## src/hw/rtl/tdae_pkg.sv

```systemverilog
// Shared constants, types and control/status words of the envelope core.
package tdae_pkg;

	localparam int NUM_POINTS = 1024;
	localparam int PT_W       = $clog2(NUM_POINTS);

	localparam int LEN_W      = 14;
	localparam int LVL_W      = 17;
	localparam int IDX_W      = 10;
	localparam int TIME_W     = 32;
	localparam int TOT_W      = 16;
	localparam int Q_FRAC     = 16;
	localparam int CFG_IDX_W  = 3;

	// serial divider: dividend holds {level, Q16 fraction}, divisor up to a level
	localparam int DIV_W      = LVL_W + Q_FRAC;
	localparam int DVS_W      = LVL_W;
	localparam int DIV_CNT_W  = $clog2(DIV_W + 1);

	localparam logic [LVL_W-1:0]   ONE_Q16  = LVL_W'(1 << Q_FRAC);
	localparam logic [2*LVL_W-1:0] HALF_Q16 = (2*LVL_W)'(1 << (Q_FRAC - 1));

	typedef enum logic [CFG_IDX_W-1:0] {
		CFG_ATTACK  = 3'd0,
		CFG_HOLD    = 3'd1,
		CFG_DECAY   = 3'd2,
		CFG_RELEASE = 3'd3,
		CFG_SUSTAIN = 3'd4
	} cfg_reg_t;

	typedef enum logic [1:0] {
		DIV_POS,
		DIV_INTERP,
		DIV_RATIO
	} div_sel_t;

	typedef enum logic [1:0] {
		MUL_Y1,
		MUL_Y2,
		MUL_RATIO
	} mul_sel_t;

	typedef enum logic [1:0] {
		LK_ONE,
		LK_ZERO,
		LK_QUO
	} lk_sel_t;

	typedef enum logic {
		RAT_ZERO,
		RAT_QUO
	} rat_sel_t;

	typedef enum logic [1:0] {
		OUT_HELD,
		OUT_FIN,
		OUT_SCALED
	} out_sel_t;

	typedef enum logic [4:0] {
		ST_IDLE,
		ST_HELD_X,
		ST_LK_START,
		ST_LK_POS,
		ST_LK_CHK,
		ST_LK_RD2,
		ST_LK_MAC,
		ST_LK_SUM,
		ST_LK_IDIV,
		ST_LK_IWAIT,
		ST_LK_DONE,
		ST_HELD_CHK,
		ST_RATIO,
		ST_RWAIT,
		ST_SCALE,
		ST_OUT
	} state_t;

	typedef struct packed {
		logic     capture;
		logic     wr_entry;
		logic     set_x_held;
		logic     set_x_rel;
		logic     div_start;
		div_sel_t div_sel;
		logic     take_pos;
		logic     rd_en;
		logic     rd_next;
		logic     mul_en;
		mul_sel_t mul_sel;
		logic     acc_init;
		logic     acc_add;
		logic     lk_en;
		lk_sel_t  lk_sel;
		logic     held_en;
		logic     ratio_en;
		rat_sel_t rat_sel;
		logic     out_load;
		out_sel_t out_sel;
	} cmd_t;

	typedef struct packed {
		logic action;
		logic released;
		logic total_zero;
		logic sus_zero;
		logic div_done;
		logic past_end;
		logic past_release;
		logic out_busy;
	} sts_t;

endpackage

```

## src/hw/rtl/tdae_ctrl.sv

```systemverilog
// Envelope controller: sequences table writes, lookups, ratio and output.
module tdae_ctrl import tdae_pkg::*; (
	input  logic clk,
	input  logic arst_n,
	input  logic in_valid,
	output logic in_stall,
	input  sts_t sts,
	output cmd_t cmd
);

	state_t   state_q, state_n;
	logic     phase_q, phase_n;   // 0: level held now or at release, 1: release point
	out_sel_t osel_q, osel_n;

	always_ff @(posedge clk or negedge arst_n) begin
		if (!arst_n) begin
			state_q <= ST_IDLE;
			phase_q <= 1'b0;
			osel_q  <= OUT_HELD;
		end else begin
			state_q <= state_n;
			phase_q <= phase_n;
			osel_q  <= osel_n;
		end
	end

	always_comb begin
		state_n  = state_q;
		phase_n  = phase_q;
		osel_n   = osel_q;
		cmd      = '0;
		in_stall = state_q != ST_IDLE;
		case (state_q)
			ST_IDLE: begin
				if (in_valid) begin
					cmd.capture = 1'b1;
					if (sts.action)
						state_n = ST_HELD_X;
					else
						cmd.wr_entry = 1'b1;
				end
			end
			ST_HELD_X: begin
				cmd.set_x_held = 1'b1;
				phase_n        = 1'b0;
				state_n        = ST_LK_START;
			end
			ST_LK_START: begin
				if (sts.total_zero) begin
					cmd.lk_en  = 1'b1;
					cmd.lk_sel = LK_ONE;
					state_n    = ST_LK_DONE;
				end else begin
					cmd.div_start = 1'b1;
					cmd.div_sel   = DIV_POS;
					state_n       = ST_LK_POS;
				end
			end
			ST_LK_POS: begin
				if (sts.div_done) begin
					cmd.take_pos = 1'b1;
					state_n      = ST_LK_CHK;
				end
			end
			ST_LK_CHK: begin
				if (sts.past_end) begin
					cmd.lk_en  = 1'b1;
					cmd.lk_sel = LK_ZERO;
					state_n    = ST_LK_DONE;
				end else begin
					cmd.rd_en = 1'b1;
					state_n   = ST_LK_RD2;
				end
			end
			ST_LK_RD2: begin
				cmd.rd_en   = 1'b1;
				cmd.rd_next = 1'b1;
				cmd.mul_en  = 1'b1;
				cmd.mul_sel = MUL_Y1;
				state_n     = ST_LK_MAC;
			end
			ST_LK_MAC: begin
				cmd.acc_init = 1'b1;
				cmd.mul_en   = 1'b1;
				cmd.mul_sel  = MUL_Y2;
				state_n      = ST_LK_SUM;
			end
			ST_LK_SUM: begin
				cmd.acc_add = 1'b1;
				state_n     = ST_LK_IDIV;
			end
			ST_LK_IDIV: begin
				cmd.div_start = 1'b1;
				cmd.div_sel   = DIV_INTERP;
				state_n       = ST_LK_IWAIT;
			end
			ST_LK_IWAIT: begin
				if (sts.div_done) begin
					cmd.lk_en  = 1'b1;
					cmd.lk_sel = LK_QUO;
					state_n    = ST_LK_DONE;
				end
			end
			ST_LK_DONE: begin
				if (!phase_q) begin
					cmd.held_en = 1'b1;
					state_n     = ST_HELD_CHK;
				end else begin
					state_n = ST_RATIO;
				end
			end
			ST_HELD_CHK: begin
				if (!sts.released) begin
					osel_n  = OUT_HELD;
					state_n = ST_OUT;
				end else if (sts.past_release) begin
					osel_n  = OUT_FIN;
					state_n = ST_OUT;
				end else begin
					cmd.set_x_rel = 1'b1;
					phase_n       = 1'b1;
					state_n       = ST_LK_START;
				end
			end
			ST_RATIO: begin
				if (sts.sus_zero) begin
					cmd.ratio_en = 1'b1;
					cmd.rat_sel  = RAT_ZERO;
					state_n      = ST_SCALE;
				end else begin
					cmd.div_start = 1'b1;
					cmd.div_sel   = DIV_RATIO;
					state_n       = ST_RWAIT;
				end
			end
			ST_RWAIT: begin
				cmd.div_sel = DIV_RATIO;
				if (sts.div_done) begin
					cmd.ratio_en = 1'b1;
					cmd.rat_sel  = RAT_QUO;
					state_n      = ST_SCALE;
				end
			end
			ST_SCALE: begin
				cmd.mul_en  = 1'b1;
				cmd.mul_sel = MUL_RATIO;
				osel_n      = OUT_SCALED;
				state_n     = ST_OUT;
			end
			ST_OUT: begin
				cmd.out_sel = osel_q;
				if (!sts.out_busy) begin
					cmd.out_load = 1'b1;
					state_n      = ST_IDLE;
				end
			end
			default: state_n = ST_IDLE;
		endcase
	end

endmodule

```

## config.mk

```make
export PLATFORM = sky130hd
export DESIGN_NAME = tdae_ctrl
export DESIGN_NICKNAME = d
export VERILOG_FILES = /design/src/hw/rtl/tdae_pkg.sv /design/src/hw/rtl/tdae_ctrl.sv
export SDC_FILE = /design/constraint.sdc
export NUM_CORES = 1
export LEC_CHECK = 0
export ABC_AREA = 1
export BUFFER_PORTS_ARGS = -buffer_cell sky130_fd_sc_hd__buf_2
export CAP_MARGIN = 25
export CORE_MARGIN = 3
export CORE_UTILIZATION = 40
export DETAILED_ROUTE_END_ITERATION = 16
export GPL_ROUTABILITY_DRIVEN = 0
export PLACE_DENSITY_LB_ADDON = 0.2
export SYNTH_ARGS = -nofsm -noshare
export SYNTH_HDL_FRONTEND = slang
export SYNTH_SLANG_ARGS = --single-unit
```

## constraint.sdc

```tcl
create_clock -name clk -period 1.79 [get_ports clk]
set_clock_uncertainty 0.15 [all_clocks]
set_input_delay 0.358 -clock clk [delete_from_list [all_inputs] [get_ports clk]]
set_output_delay 0.358 -clock clk [all_outputs]
set_load 0.01 [all_outputs]
```

==> flow_summary.ini, run 1 <==
[worst_setup_path]
setup.worst_path.class = reg -> out
path_cells = inv_2, nand2_4, nor2_4, nand2_2, nand2_2, inv_2, o21ai_1, buf_2
cp-startpoint = state_q[3]
cp.arrival_ps = 1380
start_kind = flip-flop
worst_path_dominant_cell_family = flip-flops
cpPeakStageDelay_ps = 480
critical_path.max_fanout = 6
timing.rr.start = state_q[3]
critical_path_required_ps = 1280
crit_path_end_kind = output port
timing.critical_path.buf_inv = 3
critPathSlowestCell = dfrtp_2

[floorplan]
dieWidth_um = 47.9
start_util_pct = 44.6
ios = 36
floorplan.die_area_um2 = 2300
design.core.area_um2 = 1580
chipHeight_um = 47.9
std_cell_rows = 14

[route]
drt_drc_violations_left = 0
drt_first_pass_iters = 4
vias = 996
viasPerCell = 4.93
antenna_violating_nets_post_route = 0
routed_wire_length_per_instance_um = 11.7
first_iter_violations = 23
routed_wire_length_mm = 2.36

[synth]
netlist_instances = 133
synth-main-ff-cell = dfrtp_1
post_synth_net_total = 144
synth.most_common_cell = nand2_1
synthesis.area_per_instance_um2 = 5.29
yosys.area.top_type_share_pct = 27.8
yosys-top-cells-area = nand2_1 (28%), dfrtp_1 (25%), inv_1 (13%)
yosys_register_bits = 7
synth_warnings = 0
post_syn_area_um2 = 703
post-synth-top-area-cell = nand2_1
synth_enable_flop_cells = 0
yosysSeqAreaShare_pct = 24.9
synth_commonest_cells = nand2_1 (52), inv_1 (25), nor2_1 (21)
async_flop_share_pct = 100
synth_cell_type_count = 14

[cells_and_area]
num_antenna_cells = 0
post_route_cells_drive_above_1_share_pct = 47.8
finish.utilization_pct = 73.2
flow.area_growth_from_synthesis_pct = 64.1
finalNetCount = 198

[sta]
final.period_utilization_pct = 105
setup_total_negative_slack_ps = -582
fmax_mhz = 530
report.final.setup_viol = 13
final_max_slew_viol_count = 0
period_minus_slack_ps = 1890
timing.slew.headroom_pct = 82.6
unrepaired_setup_endpoints_after_global_routing = true
worst_pin_slew_ps = 258
timing_hold_violations_final = 0
worst_slack_ps = -97.0

[grt]
grt_pass1_wl_mm = 3.33
grt_max_degree = 8
antenna_found_initial = 0
first_global_vias = 860
globalRoute.totalOverflow = 0
groute.usage.overall_pct = 20.5

[place]
dp_hpwl_mm = 1.63
port_buffers = 35

[power]
vdd_ir_drop_max_v = 0.00108
power.static_leakage_nw = 0.785
power_per_cell_area_nw_per_um2 = 1620

[hold_path]
min-delay-path-class = in -> reg
hold_path_startpoint = sts[6]

[cts]
worstSkewPairLatency_ps = 250
cts_buffer_depth = 2
clk_transition_reported_paths_ps = 50
cts_tree = built
clk_root_buffer_cell = clkbuf_4
cts_buffers = 3
h-tree-depth = 1
cts.sinks = 7

[outcome]
violations = negative setup slack
outcome = complete, but fails checks

[flow_run]
max-cap-violations = 0
## sequential cells by signal, summed over array words and instances (netlist names)
signal	cells
state_q	4
osel_q	2
phase_q	1
## final timing paths
| path | end | slack (ps) | cells past startpoint |
|---|---|---|---|
| min in group asynchronous | state_q[3] | 320 | 2 |
| max in group asynchronous | state_q[2] | 1000 | 2 |
| min | osel_q[0] | 200 | 3 |
| min reg2reg | phase_q | 350 | 2 |
| max reg2reg | state_q[1] | 140 | 8 |
| max | cmd[8] | -100 | 8 |
## per-layer routing
metal / part of all wire [%] / track usage [%]
met1: 43 / 24.2
met2: 50 / 35.1
met3: 4.3 / 1.88
met4: 2.7 / 12.9
met5: 0 / 0
## layout by cell type (no fill, tap or decap), drive strengths merged
cell         synthesis  routed
a21oi                3       3
clkbuf               0       4
dlygate4sd3          0       1
inv                 29      29
nand3b               1       1
nor2                24      24
nand3                9       9
nor4                 1       1
dfrtp                7       7
nor3                 1       1
buf                  0      48
nand2               53      53
o21ai                5       5
## where the power goes
group	switching, W	internal, W	leakage [nW]	total (W)
registers	0.000133	0.000244	0.0825	0.000377
clock network	0.0000528	0.0000847	0.0150	0.000138
logic	0.000805	0.000551	0.687	0.00136
## through the flow
step / cell area (µm²) / total power, W / setup WS, ps / cells / hold slack [ps]
floorplan: 703 / 0.000981 / 163 / 133 / -87.6
global placement: 898 / 0.00125 / 150 / 184 / 44.6
detailed placement: 898 / 0.00126 / 76.1 / 184 / 44.6
CTS: 1060 / 0.00164 / -58.3 / 199 / 192
global route: 1150 / 0.00204 / -172 / 202 / 208
finish: 1150 / 0.00187 / -97.0 / 202 / 197
## cell type report
type,count,area (µm²)
Multi-Input combinational cell,97,513
Fill cell,121,423
Timing Repair Buffer,49,300
Sequential cell,7,180
Inverter,29,114
Clock buffer,4,26.3
Tap cell,16,20.0
## worst register-to-register path, stage by stage, from the launching register on
cell and delay [ps]:
dfrtp_2 480, nor2_4 210, buf_6 130, nand2_4 40, buf_4 150, a21oi_4 130, nor2_2 80, o21ai_0 90
nand2_1 70
## kinds of logic (layout without fill, tap and decap cells)
family	count (synthesis)	in the layout	share of synthesized area, %
AOI/OAI and AO/OA	8	8	7.30
buffers and inverters	29	82	15.5
DFF	7	7	24.9
and+or+nand+nor	89	89	52.3
## timing repair
action,in CTS,in global routing
cloned,0,0
endpoints found under the setup margin,22,24
hold endpoints to repair,7,0
pin swaps,6,3
hold buffers,1,0
buffers inserted,10,3
gates resized for setup,21,23
Power figures use the tool's default switching activity.
==> run 2, diff against run 1 <==
--- a/config.mk
+++ b/config.mk
@@ -5,7 +5,6 @@
 export SDC_FILE = /design/constraint.sdc
 export NUM_CORES = 1
 export LEC_CHECK = 0
-export ABC_AREA = 1
 export BUFFER_PORTS_ARGS = -buffer_cell sky130_fd_sc_hd__buf_2
 export CAP_MARGIN = 25
 export CORE_MARGIN = 3
==> constraint.sdc (replaced) <==
create_clock -name clk -period 1.79 [get_ports clk]
set_clock_uncertainty 0.15 [all_clocks]
set_input_delay 0.537 -clock clk [delete_from_list [all_inputs] [get_ports clk]]
set_output_delay 0.537 -clock clk [all_outputs]
set_load 0.01 [all_outputs]
==> flow_summary.ini, run 2 <==
[outcome]
outcome = complete, but fails checks
violations = negative setup slack

[cells_and_area]
most_common_cell_after_layout_fill_and_taps_aside = buf_4
finalNetCount = 192
flow.area_growth_from_synthesis_pct = 100
num_antenna_cells = 0
post_route_cells_drive_above_1_share_pct = 63.9
register_with_the_most_flip_flops = state_q
finalInstanceArea_um2 = 1460
layout_common_cells = buf_4 (35), buf_2 (32), buf_6 (12)
largest_register_ffs = 4
biggestRegsByFlops = state_q (4), osel_q (2), phase_q (1)

[sta]
setup_total_negative_slack_ps = -7020
fmax_mhz = 461
fin_worst_hold_slack_ps = 391
worst_slack_ps = -377
unrepaired_setup_endpoints_after_global_routing = true
worst_pin_slew_ps = 287
timing_hold_violations_final = 0
report.final.setup_viol = 25
timing.slew.headroom_pct = 80.7
period_minus_slack_ps = 2170
final.period_utilization_pct = 121
final_max_slew_viol_count = 0

[floorplan]
start_util_pct = 45.3
design.core.area_um2 = 1610
dieWidth_um = 48.7
floorplan.die_area_um2 = 2370
std_cell_rows = 14
chipHeight_um = 48.7
ios = 36

[worst_setup_path]
timing.rr.start = state_q[1]
crit_path_end_kind = output port
critical_path_required_ps = 1100
worst_path_dominant_cell_family = flip-flops
cp.arrival_ps = 1480
setup.worst_path.class = reg -> out
timing.critical_path.buf_inv = 2
cpPeakStageDelay_ps = 460
critPathSlowestCell = dfrtp_2
start_kind = flip-flop
cp-startpoint = state_q[0]
critical_path.max_fanout = 6
path_cells = nand2b_2, buf_4, nor2_2, buf_2

[power]
vdd_ir_drop_max_v = 0.00117
pwr-share-seq_pct = 14.4
power.static_leakage_nw = 0.730
power_per_cell_area_nw_per_um2 = 1820
power.share.switching_pct = 47.4
power.net_switching_w = 0.00126
power.combinational.fraction_pct = 79.8
clockPowerShare_pct = 5.8
power.internal_w = 0.00140

[synth]
synth_warnings = 0
post_syn_area_um2 = 729
yosys.area.top_type_share_pct = 24.0
yosys_register_bits = 7
yosysSeqAreaShare_pct = 24.0
synth-main-ff-cell = dfrtp_1
post-synth-top-area-cell = dfrtp_1
async_flop_share_pct = 100
synth_enable_flop_cells = 0
synthesis.area_per_instance_um2 = 7.01
post_synth_net_total = 115
yosys-top-cells-area = dfrtp_1 (24%), nor2_1 (7.7%), nand2_1 (6.7%)
synth_cell_type_count = 32
synth.most_common_cell = nor2_1
synth_commonest_cells = nor2_1 (15), nand2_1 (13), nor3_1 (8), o21ai_0 (8), dfrtp_1 (7)
netlist_instances = 104

[cts]
cts_buffer_depth = 2
clk_transition_reported_paths_ps = 60
h-tree-depth = 1
worstSkewPairLatency_ps = 270
cts_tree = built
clk_root_buffer_cell = clkbuf_4
cts.sinks = 7
cts_buffers = 3

[grt]
globalRoute.totalOverflow = 0
antenna_found_initial = 0
groute.usage.overall_pct = 25.4
grt_pass1_wl_mm = 4.69
first_global_vias = 1029
grt_max_degree = 11

[place]
dpl-instance-area_um2 = 1140
port_buffers = 35
dp_hpwl_mm = 1.90

[flow_run]
max-cap-violations = 0

[route]
vias = 1198
drt_first_pass_iters = 4
viasPerCell = 5.87
first_iter_violations = 58
routed_wire_length_mm = 3.65
drt_drc_violations_left = 0
antenna_violating_nets_post_route = 0
routed_wire_length_per_instance_um = 17.9

[hold_path]
hold_path_startpoint = osel_q[1]
min-delay-path-class = reg -> reg
run 2: worst paths after layout:
| path | endpoint | slack [ps] | cells past startpoint |
|---|---|---|---|
| worst max-delay path | cmd[12] | -380 | 4 |
| worst min-delay path | osel_q[1] | 390 | 2 |
| worst max register to register | state_q[2] | 40 | 5 |
| worst min register to register | osel_q[1] | 390 | 2 |
| max in group asynchronous | state_q[1] | 820 | 2 |
| min in group asynchronous | osel_q[0] | 480 | 2 |
run 2: cell families (layout without fill, tap and decap cells):
logic type             count (synthesis)  in the layout  share of synthesized area, %
buffers and inverters                 11             87                          8.75
multiplexers                           1              1                          1.37
flip-flops                             7              7                          24.0
AND/OR/NAND/NOR                       58             58                          40.7
AO/OA/AOI/OAI                         27             27                          25.2
run 2: repair_timing:
action                                 in CTS  in global routing
pin swaps                                   4                  8
endpoints found under the hold margin       7                  0
cloned                                      1                  0
buffers inserted                           10                  8
resized for setup                          16                 31
setup endpoints to repair                  25                 28
hold buffers                                1                  0
run 2: metrics by stage:
step	setup WS (ps)	instances	util, %	total power, W
6_report	-377	204	90.5	0.00266
3_3_place_gp	-210	184	70.8	0.00177
3_5_place_dp	-212	184	70.8	0.00181
4_1_cts	-333	200	82.1	0.00223
5_1_grt	-420	204	90.5	0.00280
2_1_floorplan	-1.08	104	-	0.00115
run 2: power by group through the flow:
| stage | clock network (W) | registers, W | logic [W] |
|---|---|---|---|
| final | 0.000154 | 0.000383 | 0.00212 |
| after global routing | 0.000163 | 0.000386 | 0.00226 |
| after detailed placement | 0 | 0.000347 | 0.00146 |
| after floorplan | 0 | 0.000269 | 0.000884 |
| after CTS | 0.000150 | 0.000356 | 0.00172 |
| after global placement | 0 | 0.000342 | 0.00143 |
run 2: layout make-up:
class                   count  area, µm²
repair buffers             81        588
multi-input cells          86        628
fillers                    80        153
inverters                   2       7.51
flip-flops and latches      7        179
clock buffers               4       26.3
well taps                  24       30.0
run 2: metal layers:
metal / part of all wire, % / vias to the layer above / routed length [µm] / global-route usage, %
li1: - / 524 / - / -
met1: 36 / 553 / 1330 / 28.9
met2: 48 / 93 / 1750 / 42.8
met3: 9.0 / 28 / 329 / 8.59
met4: 6.4 / 0 / 235 / 11.4
met5: 0 / - / 0 / 0
run 2: worst reg2reg max path, cell delays in order (launching register included):
cell and delay (ps):
dfrtp_2 490, buf_4 200, nor4b_2 160, o31a_1 370
o21ai_2 170, o31ai_2 90
